### src/tgh_pkg.sv
package tgh_pkg;

    localparam int CFG_ADDR_W = 4;
    localparam int DATA_W     = 32;

    typedef logic [1:0] t_reg_idx;
    localparam t_reg_idx REG_ORIENT = 2'd0;
    localparam t_reg_idx REG_SIDE   = 2'd1;
    localparam t_reg_idx REG_PITCH  = 2'd2;

    typedef logic [2:0] t_act;
    localparam t_act ACT_RIGHT   = 3'd0;
    localparam t_act ACT_RETURN  = 3'd1;
    localparam t_act ACT_LEFT    = 3'd2;
    localparam t_act ACT_UP      = 3'd3;
    localparam t_act ACT_DOWN    = 3'd4;
    localparam t_act ACT_FORWARD = 3'd5;
    localparam t_act ACT_UNKNOWN = 3'd7;

    localparam logic [3:0]  ORIENT_RST = 4'd0;
    localparam logic [14:0] SIDE_RST   = 15'd4000;
    localparam logic [14:0] PITCH_RST  = 15'd5000;

    typedef struct packed {
        logic [3:0]  orient;
        logic [14:0] side_th;
        logic [14:0] pitch_th;
    } t_cfg;

    typedef struct packed {
        logic clr;
        t_act tilt;
    } t_cls;

    typedef struct packed {
        logic pend_valid;
        t_act pend_act;
        t_act tilt;
    } t_res;

endpackage

### src/tilt_gesture_history_classifier_core.sv
// Tilt gesture classifier. Each beat on the push side is either a sample
// (accelerometer X and Y) or a clear request, and produces exactly one result
// beat on the pop side: the pending action state after the update and the
// tilt class of that sample. One beat is accepted per clock while not full;
// the front stage remaps and classifies into a two-entry queue and the back
// stage updates the history and pending action into a two-entry result queue;
// a beat is registered in the front queue and its result in the result queue
// before it shows on the pop side. The user must write configuration through
// the APB port only while no beats are in flight, which is not enforced.
module tilt_gesture_history_classifier_core (
    input  logic                              i_clk,
    input  logic                              i_rst_n,
    input  logic                              psel,
    input  logic                              penable,
    input  logic                              pwrite,
    input  logic [tgh_pkg::CFG_ADDR_W-1:0]    paddr,
    input  logic [tgh_pkg::DATA_W-1:0]        pwdata,
    output logic [tgh_pkg::DATA_W-1:0]        prdata,
    output logic                              pready,
    input  logic                              push,
    output logic                              full,
    input  logic                              i_req_type,
    input  logic signed [15:0]                i_accel_x,
    input  logic signed [15:0]                i_accel_y,
    output logic                              empty,
    input  logic                              pop,
    output logic                              o_pending_valid,
    output logic [2:0]                        o_pending_action,
    output logic [2:0]                        o_current_tilt
);

    tgh_pkg::t_cfg     r_cfg;
    tgh_pkg::t_reg_idx reg_idx;
    tgh_pkg::t_cls     head;
    tgh_pkg::t_res     res;
    logic              cls_empty, cls_pop, wr_en;

    assign pready  = 1'b1;
    assign reg_idx = paddr[3:2];
    assign wr_en   = psel && penable && pwrite && pready;

    always_ff @(posedge i_clk) begin
        if (!i_rst_n) begin
            r_cfg.orient   <= tgh_pkg::ORIENT_RST;
            r_cfg.side_th  <= tgh_pkg::SIDE_RST;
            r_cfg.pitch_th <= tgh_pkg::PITCH_RST;
        end else if (wr_en) begin
            unique case (reg_idx)
                tgh_pkg::REG_ORIENT: r_cfg.orient   <= pwdata[3:0];
                tgh_pkg::REG_SIDE:   r_cfg.side_th  <= pwdata[14:0];
                tgh_pkg::REG_PITCH:  r_cfg.pitch_th <= pwdata[14:0];
                default: ;
            endcase
        end
    end

    always_comb begin
        unique case (reg_idx)
            tgh_pkg::REG_ORIENT: prdata = {28'd0, r_cfg.orient};
            tgh_pkg::REG_SIDE:   prdata = {17'd0, r_cfg.side_th};
            tgh_pkg::REG_PITCH:  prdata = {17'd0, r_cfg.pitch_th};
            default:             prdata = '0;
        endcase
    end

    tgh_front u_front (
        .i_clk      (i_clk),
        .i_rst_n    (i_rst_n),
        .i_cfg      (r_cfg),
        .i_push     (push),
        .o_full     (full),
        .i_req_type (i_req_type),
        .i_accel_x  (i_accel_x),
        .i_accel_y  (i_accel_y),
        .o_empty    (cls_empty),
        .i_pop      (cls_pop),
        .o_head     (head)
    );

    tgh_back u_back (
        .i_clk       (i_clk),
        .i_rst_n     (i_rst_n),
        .i_cls_empty (cls_empty),
        .i_cls       (head),
        .o_cls_pop   (cls_pop),
        .o_empty     (empty),
        .i_pop       (pop),
        .o_res       (res)
    );

    assign o_pending_valid  = res.pend_valid;
    assign o_pending_action = res.pend_act;
    assign o_current_tilt   = res.tilt;

endmodule

### src/tgh_front.sv
module tgh_front (
    input  logic                 i_clk,
    input  logic                 i_rst_n,
    input  tgh_pkg::t_cfg        i_cfg,
    input  logic                 i_push,
    output logic                 o_full,
    input  logic                 i_req_type,
    input  logic signed [15:0]   i_accel_x,
    input  logic signed [15:0]   i_accel_y,
    output logic                 o_empty,
    input  logic                 i_pop,
    output tgh_pkg::t_cls        o_head
);

    tgh_pkg::t_cls        r_q [2];
    logic                 r_wp, r_rp;
    logic [1:0]           r_cnt;
    logic [1:0]           n_cnt;
    logic                 push_ok, pop_ok;
    logic signed [15:0]   x_neg, y_neg, x_map, y_map;
    logic signed [16:0]   xs, ys, st, pt, nst, npt;
    tgh_pkg::t_cls        cls;

    function automatic logic signed [15:0] neg_sat(input logic signed [15:0] v);
        return (v == 16'sh8000) ? 16'sh7fff : -v;
    endfunction

    // Remap by orientation, then classify; Y wins over X.
    always_comb begin
        x_neg = i_cfg.orient[0] ? neg_sat(i_accel_x) : i_accel_x;
        y_neg = i_cfg.orient[1] ? neg_sat(i_accel_y) : i_accel_y;
        x_map = i_cfg.orient[3] ? y_neg : x_neg;
        y_map = i_cfg.orient[3] ? x_neg : y_neg;
        xs  = {x_map[15], x_map};
        ys  = {y_map[15], y_map};
        st  = $signed({2'b00, i_cfg.side_th});
        pt  = $signed({2'b00, i_cfg.pitch_th});
        nst = -st;
        npt = -pt;
        cls.clr = i_req_type;
        if (i_req_type) begin
            cls.tilt = tgh_pkg::ACT_UNKNOWN;
        end else if (ys > st) begin
            cls.tilt = tgh_pkg::ACT_LEFT;
        end else if (ys < nst) begin
            cls.tilt = tgh_pkg::ACT_RIGHT;
        end else if (xs > pt) begin
            cls.tilt = tgh_pkg::ACT_UP;
        end else if (xs < npt) begin
            cls.tilt = tgh_pkg::ACT_DOWN;
        end else begin
            cls.tilt = tgh_pkg::ACT_UNKNOWN;
        end
    end

    assign o_full  = (r_cnt == 2'd2);
    assign o_empty = (r_cnt == 2'd0);
    assign push_ok = i_push && !o_full;
    assign pop_ok  = i_pop && !o_empty;
    assign o_head  = r_q[r_rp];

    always_comb begin
        n_cnt = r_cnt;
        if (push_ok && !pop_ok) begin
            n_cnt = r_cnt + 2'd1;
        end else if (pop_ok && !push_ok) begin
            n_cnt = r_cnt - 2'd1;
        end
    end

    always_ff @(posedge i_clk) begin
        if (!i_rst_n) begin
            r_wp  <= 1'b0;
            r_rp  <= 1'b0;
            r_cnt <= 2'd0;
        end else begin
            r_cnt <= n_cnt;
            if (push_ok) begin
                r_wp <= ~r_wp;
            end
            if (pop_ok) begin
                r_rp <= ~r_rp;
            end
        end
    end

    always_ff @(posedge i_clk) begin
        if (push_ok) begin
            r_q[r_wp] <= cls;
        end
    end

endmodule

### src/tgh_back.sv
module tgh_back (
    input  logic                 i_clk,
    input  logic                 i_rst_n,
    input  logic                 i_cls_empty,
    input  tgh_pkg::t_cls        i_cls,
    output logic                 o_cls_pop,
    output logic                 o_empty,
    input  logic                 i_pop,
    output tgh_pkg::t_res        o_res
);

    // Only the two most recent history entries are ever compared, so only
    // those are kept; older ring entries have no visible effect.
    tgh_pkg::t_act   r_h1, r_h2, n_h1, n_h2;
    logic            r_lat_v, n_lat_v;
    tgh_pkg::t_act   r_lat_a, n_lat_a;
    tgh_pkg::t_res   r_q [2];
    tgh_pkg::t_res   res;
    logic            r_wp, r_rp;
    logic [1:0]      r_cnt;
    logic [1:0]      n_cnt;
    logic            take, pop_ok, upgrade;

    assign take   = !i_cls_empty && (r_cnt != 2'd2);
    assign pop_ok = i_pop && (r_cnt != 2'd0);
    assign o_cls_pop = take;
    assign o_empty   = (r_cnt == 2'd0);
    assign o_res     = r_q[r_rp];

    always_comb begin
        n_h1    = r_h1;
        n_h2    = r_h2;
        n_lat_v = r_lat_v;
        n_lat_a = r_lat_a;
        upgrade = !r_lat_v && (i_cls.tilt == r_h1) && (r_h1 == r_h2)
                  && ((i_cls.tilt == tgh_pkg::ACT_UP) || (i_cls.tilt == tgh_pkg::ACT_DOWN));
        if (i_cls.clr) begin
            n_lat_v = 1'b0;
            n_lat_a = tgh_pkg::ACT_UNKNOWN;
        end else begin
            n_h1 = i_cls.tilt;
            n_h2 = upgrade ? tgh_pkg::ACT_UNKNOWN : r_h1;
            if (!r_lat_v && (i_cls.tilt != tgh_pkg::ACT_UNKNOWN)) begin
                n_lat_v = 1'b1;
                n_lat_a = i_cls.tilt;
            end
            if (upgrade) begin
                n_lat_a = (i_cls.tilt == tgh_pkg::ACT_UP) ? tgh_pkg::ACT_FORWARD
                                                          : tgh_pkg::ACT_RETURN;
            end
        end
        res.pend_valid = n_lat_v;
        res.pend_act   = n_lat_v ? n_lat_a : tgh_pkg::ACT_UNKNOWN;
        res.tilt       = i_cls.tilt;
    end

    always_comb begin
        n_cnt = r_cnt;
        if (take && !pop_ok) begin
            n_cnt = r_cnt + 2'd1;
        end else if (pop_ok && !take) begin
            n_cnt = r_cnt - 2'd1;
        end
    end

    always_ff @(posedge i_clk) begin
        if (!i_rst_n) begin
            r_h1    <= tgh_pkg::ACT_UNKNOWN;
            r_h2    <= tgh_pkg::ACT_UNKNOWN;
            r_lat_v <= 1'b0;
            r_lat_a <= tgh_pkg::ACT_UNKNOWN;
            r_wp    <= 1'b0;
            r_rp    <= 1'b0;
            r_cnt   <= 2'd0;
        end else begin
            r_cnt <= n_cnt;
            if (take) begin
                r_h1    <= n_h1;
                r_h2    <= n_h2;
                r_lat_v <= n_lat_v;
                r_lat_a <= n_lat_a;
                r_wp    <= ~r_wp;
            end
            if (pop_ok) begin
                r_rp <= ~r_rp;
            end
        end
    end

    always_ff @(posedge i_clk) begin
        if (take) begin
            r_q[r_wp] <= res;
        end
    end

endmodule

### config.mk
export PLATFORM = sky130hd
export DESIGN_NAME = tilt_gesture_history_classifier_core
export DESIGN_NICKNAME = d
export VERILOG_FILES = /design/src/tgh_pkg.sv /design/src/tilt_gesture_history_classifier_core.sv /design/src/tgh_front.sv /design/src/tgh_back.sv
export SDC_FILE = /design/constraint.sdc
export NUM_CORES = 1
export LEC_CHECK = 0
export ABC_AREA = 1
export CORE_MARGIN = 2
export CORE_UTILIZATION = 45
export CTS_CLUSTER_DIAMETER = 200
export DETAILED_ROUTE_END_ITERATION = 12
export DONT_BUFFER_PORTS = 1
export PLACE_DENSITY_LB_ADDON = 0.25
export SETUP_SLACK_MARGIN = 0.2
export SYNTH_ARGS = -nofsm -noshare
export SYNTH_HDL_FRONTEND = slang
export SYNTH_SLANG_ARGS = --single-unit
### constraint.sdc
create_clock -name i_clk -period 3.6 [get_ports i_clk]
set_clock_uncertainty 0.05 [all_clocks]
set_input_delay 0.54 -clock i_clk [delete_from_list [all_inputs] [get_ports i_clk]]
set_output_delay 0.54 -clock i_clk [all_outputs]
set_load 0.05 [all_outputs]
==> out/results.ini <==
[layout]
multi_input_area_sq_um = 4420
nNetsFinal = 1132
seqCellArea_sq_um = 1750
area_delta_synth_final_pct = 14.0
utilization = 0.521
fin_area_sq_um = 7550
n_antenna_cell = 0
fill_cells = 1476
drive_gt1_frac = 0.172

[grt]
grt.total_usage = 0.217
first_global_vias = 5653
antenna_found_initial = 0
grt-ovfl-total = 0
grt_max_degree = 46
grt_pass1_wl_um = 27700

[timing]
hold_viol_final = 0
setup-tns-final_ns = 0
min_period_ns = 3.29
drv_slew = 0
tightest_slew_ns = 0.914
fmax_ghz = 0.304
maxSlewHeadroom = 0.389
hold_slack_ns = 0.229
worst_slack_ns = 0.314
rsz0062_at_grt = yes
timing.final.crit_share = 0.913
setup_viol = 0

[route]
wl_um = 17300
dr.pass1.iters = 5
wl_per_cell_um = 14.7
ant_nets = 0
drc = 0
via_count = 6238
vias_per_cell = 5.30
drt_iter0_drc = 339

[setup_path]
reg2reg_depth = 20
reg2reg_to = u_front.r_q[1][2]
r2r-start = r_cfg[16]
worstSetupStartpointType = register
arrival_ns = 3.32
worst_setup_path_end_kind = register
crit_required_ns = 3.64
critical_path.max_fanout = 4
rrSetupSlack_ns = 0.31
path_class = reg -> reg

[synthesis]
async_flop_share = 0
synth_area_per_cell_sq_um = 6.97
ys_seq_elements = 76
syn_area_sq_um = 6620
synthFlopType = dfxtp_1
synth-seq-area-share = 0.263
synth_enable_flop_cells = 22
ys_types = 49
synth_warnings = 0
syn-instance-count = 949

[clock_tree]
clk_latency_ns = 0.34
cts_root_buf = clkbuf_16
htreeDepth = 3
cts_sinks = 76
cts.clk_slew.worst_paths_ns = 0.07
cts_hold_buffers = 0
numCtsBuffers = 9
cts_tree = built
cts_buffer_depth = 2

[placement]
dp_slack_ns = 0.00493
io_buffers = 0
dp.final_hpwl_um = 13800
gp_congestion = 0.888
dpl_cell_area_sq_um = 7000

[run]
cap_violations = 0

[floorplanning]
num_rows = 44
die_area_sq_um = 15700
initial_utilization = 0.457
coreArea_sq_um = 14500
die_w_um = 125
die_h_um = 125
boundaryPins = 118

[power]
switching_power_uw = 1430
power_density_nw_per_um2 = 462
p_int_uw = 2050
power_leakage_uw = 0.00349
ir_drop_mv = 0.428
p_sw_frac = 0.411
clkPwrFrac = 0.272
power_frac_seq = 0.339
power.share.combinational = 0.389

[min_path]
hold_end = u_back.r_h2[2]
holdPathStages = 1
hold_path.startpoint = i_rst_n
holdCritPathClass = in -> reg

[run_status]
status = complete, no violations

[how the worst max path moves through the flow]
stage | from | endpoint | slack, ns | cells past startpoint
3_5_place_dp | i_accel_x[0] | u_front.r_q[0][1] | 0.005 | 21
3_3_place_gp | i_accel_x[0] | u_front.r_q[1][2] | 0.04 | 19
6_report | r_cfg[16] | u_front.r_q[1][2] | 0.31 | 20
2_1_floorplan | i_accel_y[0] | u_front.r_q[0][1] | 0.50 | 19
5_1_grt | r_cfg[1] | u_front.r_q[1][1] | 0.12 | 22
4_1_cts | r_cfg[1] | u_front.r_q[0][1] | 0.21 | 20
[Yosys cell counts, types with 10 or more instances]
cell type	n	area, sq um
buf_4	18	135
dfxtp_1	54	1080
nor3_2	10	100
nand4_1	13	81.3
ha_1	68	851
clkbuf_1	22	82.6
nand2_1	192	721
nor2_1	85	319
a21oi_1	64	320
nand3_1	51	255
o22ai_1	14	87.6
inv_1	107	402
o21ai_0	90	450
edfxtp_1	22	661
nor3_1	13	65.1
xor2_1	31	272
o211ai_1	11	82.6
[cell type report]
type	instances	share of cell area
Clock buffer	9	0.0298
Clock inverter	7	0.0109
Inverter	116	0.0585
Multi-Input combinational cell	731	0.585
Sequential cell	76	0.231
Tap cell	184	0.0305
Timing Repair Buffer	54	0.0537
[worst max-delay path, stage by stage (launching register included)]
cell and delay [ns]:
dfxtp_2 0.33, inv_4 0.07, ha_4 0.15, nand2_4 0.05, nor2_4 0.13, nand3_4 0.09
nor3_4 0.23, nand2_2 0.11, nor4_4 0.28, nand3_2 0.16, xor2_2 0.20, ha_1 0.31
nand3_1 0.12, nor2_2 0.16, nand4_1 0.12, nand3_1 0.11, nand2_1 0.05, nand2_1 0.10
inv_2 0.08, nand3_2 0.08, nand2_2 0.06
[cells by family (layout without fill, tap and decap cells)]
kind of cell,Yosys count,count (layout),synth area share
flops,76,76,0.263
simple gates,408,408,0.288
fa+ha+maj,68,68,0.129
compound gates,198,198,0.164
buf+inv,158,186,0.100
xor+xnor,32,32,0.0423
mux,7,7,0.0119
other cells,2,18,0.00113
[per-stage QoR]
step                std cells  total power, uW
global placement         1149             2520
global route             1177             3720
detailed placement       1149             2540
finish                   1177             3480
CTS                      1165             3490
floorplan                 965             2300
[repair_timing]
item | in CTS | in global routing
setup endpoints to repair | 0 | 6
setup buffers | 0 | 12
resized for setup | 0 | 50
[per-layer routing]
| metal | wire [um] | GRT usage | vias up |
|---|---|---|---|
| met1 | 7450 | 0.268 | 2814 |
| li1 | - | - | 3232 |
| met4 | 540 | 0.0804 | 0 |
| met3 | 898 | 0.0449 | 29 |
| met2 | 8360 | 0.375 | 163 |
| met5 | 0 | 0 | - |
[registers in the layout (all words and copies together) (netlist names), 2 cells and up, named ones only]
signal,count
u_back.r_q,14
u_front.r_q,8
r_cfg,34
u_back.r_h2,3
u_front.r_cnt,2
u_back.r_lat_a,3
u_back.r_cnt,2
u_back.r_h1,3
[placed cells by master (no fill, tap or decap), types with 30 or more instances in the layout]
master / synthesis / final
nor2_1: 85 / 78
dfxtp_1: 54 / 51
nand2_1: 192 / 187
nand3_1: 51 / 44
xor2_1: 31 / 30
buf_4: 18 / 54
o21ai_0: 90 / 84
ha_1: 68 / 66
inv_1: 107 / 102
a21oi_1: 64 / 62
[power groups by stage]
| stage | clock [uW] | combinational [uW] | sequential, uW |
|---|---|---|---|
| after floorplan | 0 | 1130 | 1170 |
| after global placement | 0 | 1320 | 1200 |
| after detailed placement | 0 | 1340 | 1200 |
| after CTS | 964 | 1350 | 1180 |
| after global routing | 1000 | 1510 | 1200 |
| final | 947 | 1360 | 1180 |
No activity file was read; power rests on OpenSTA's default activity.
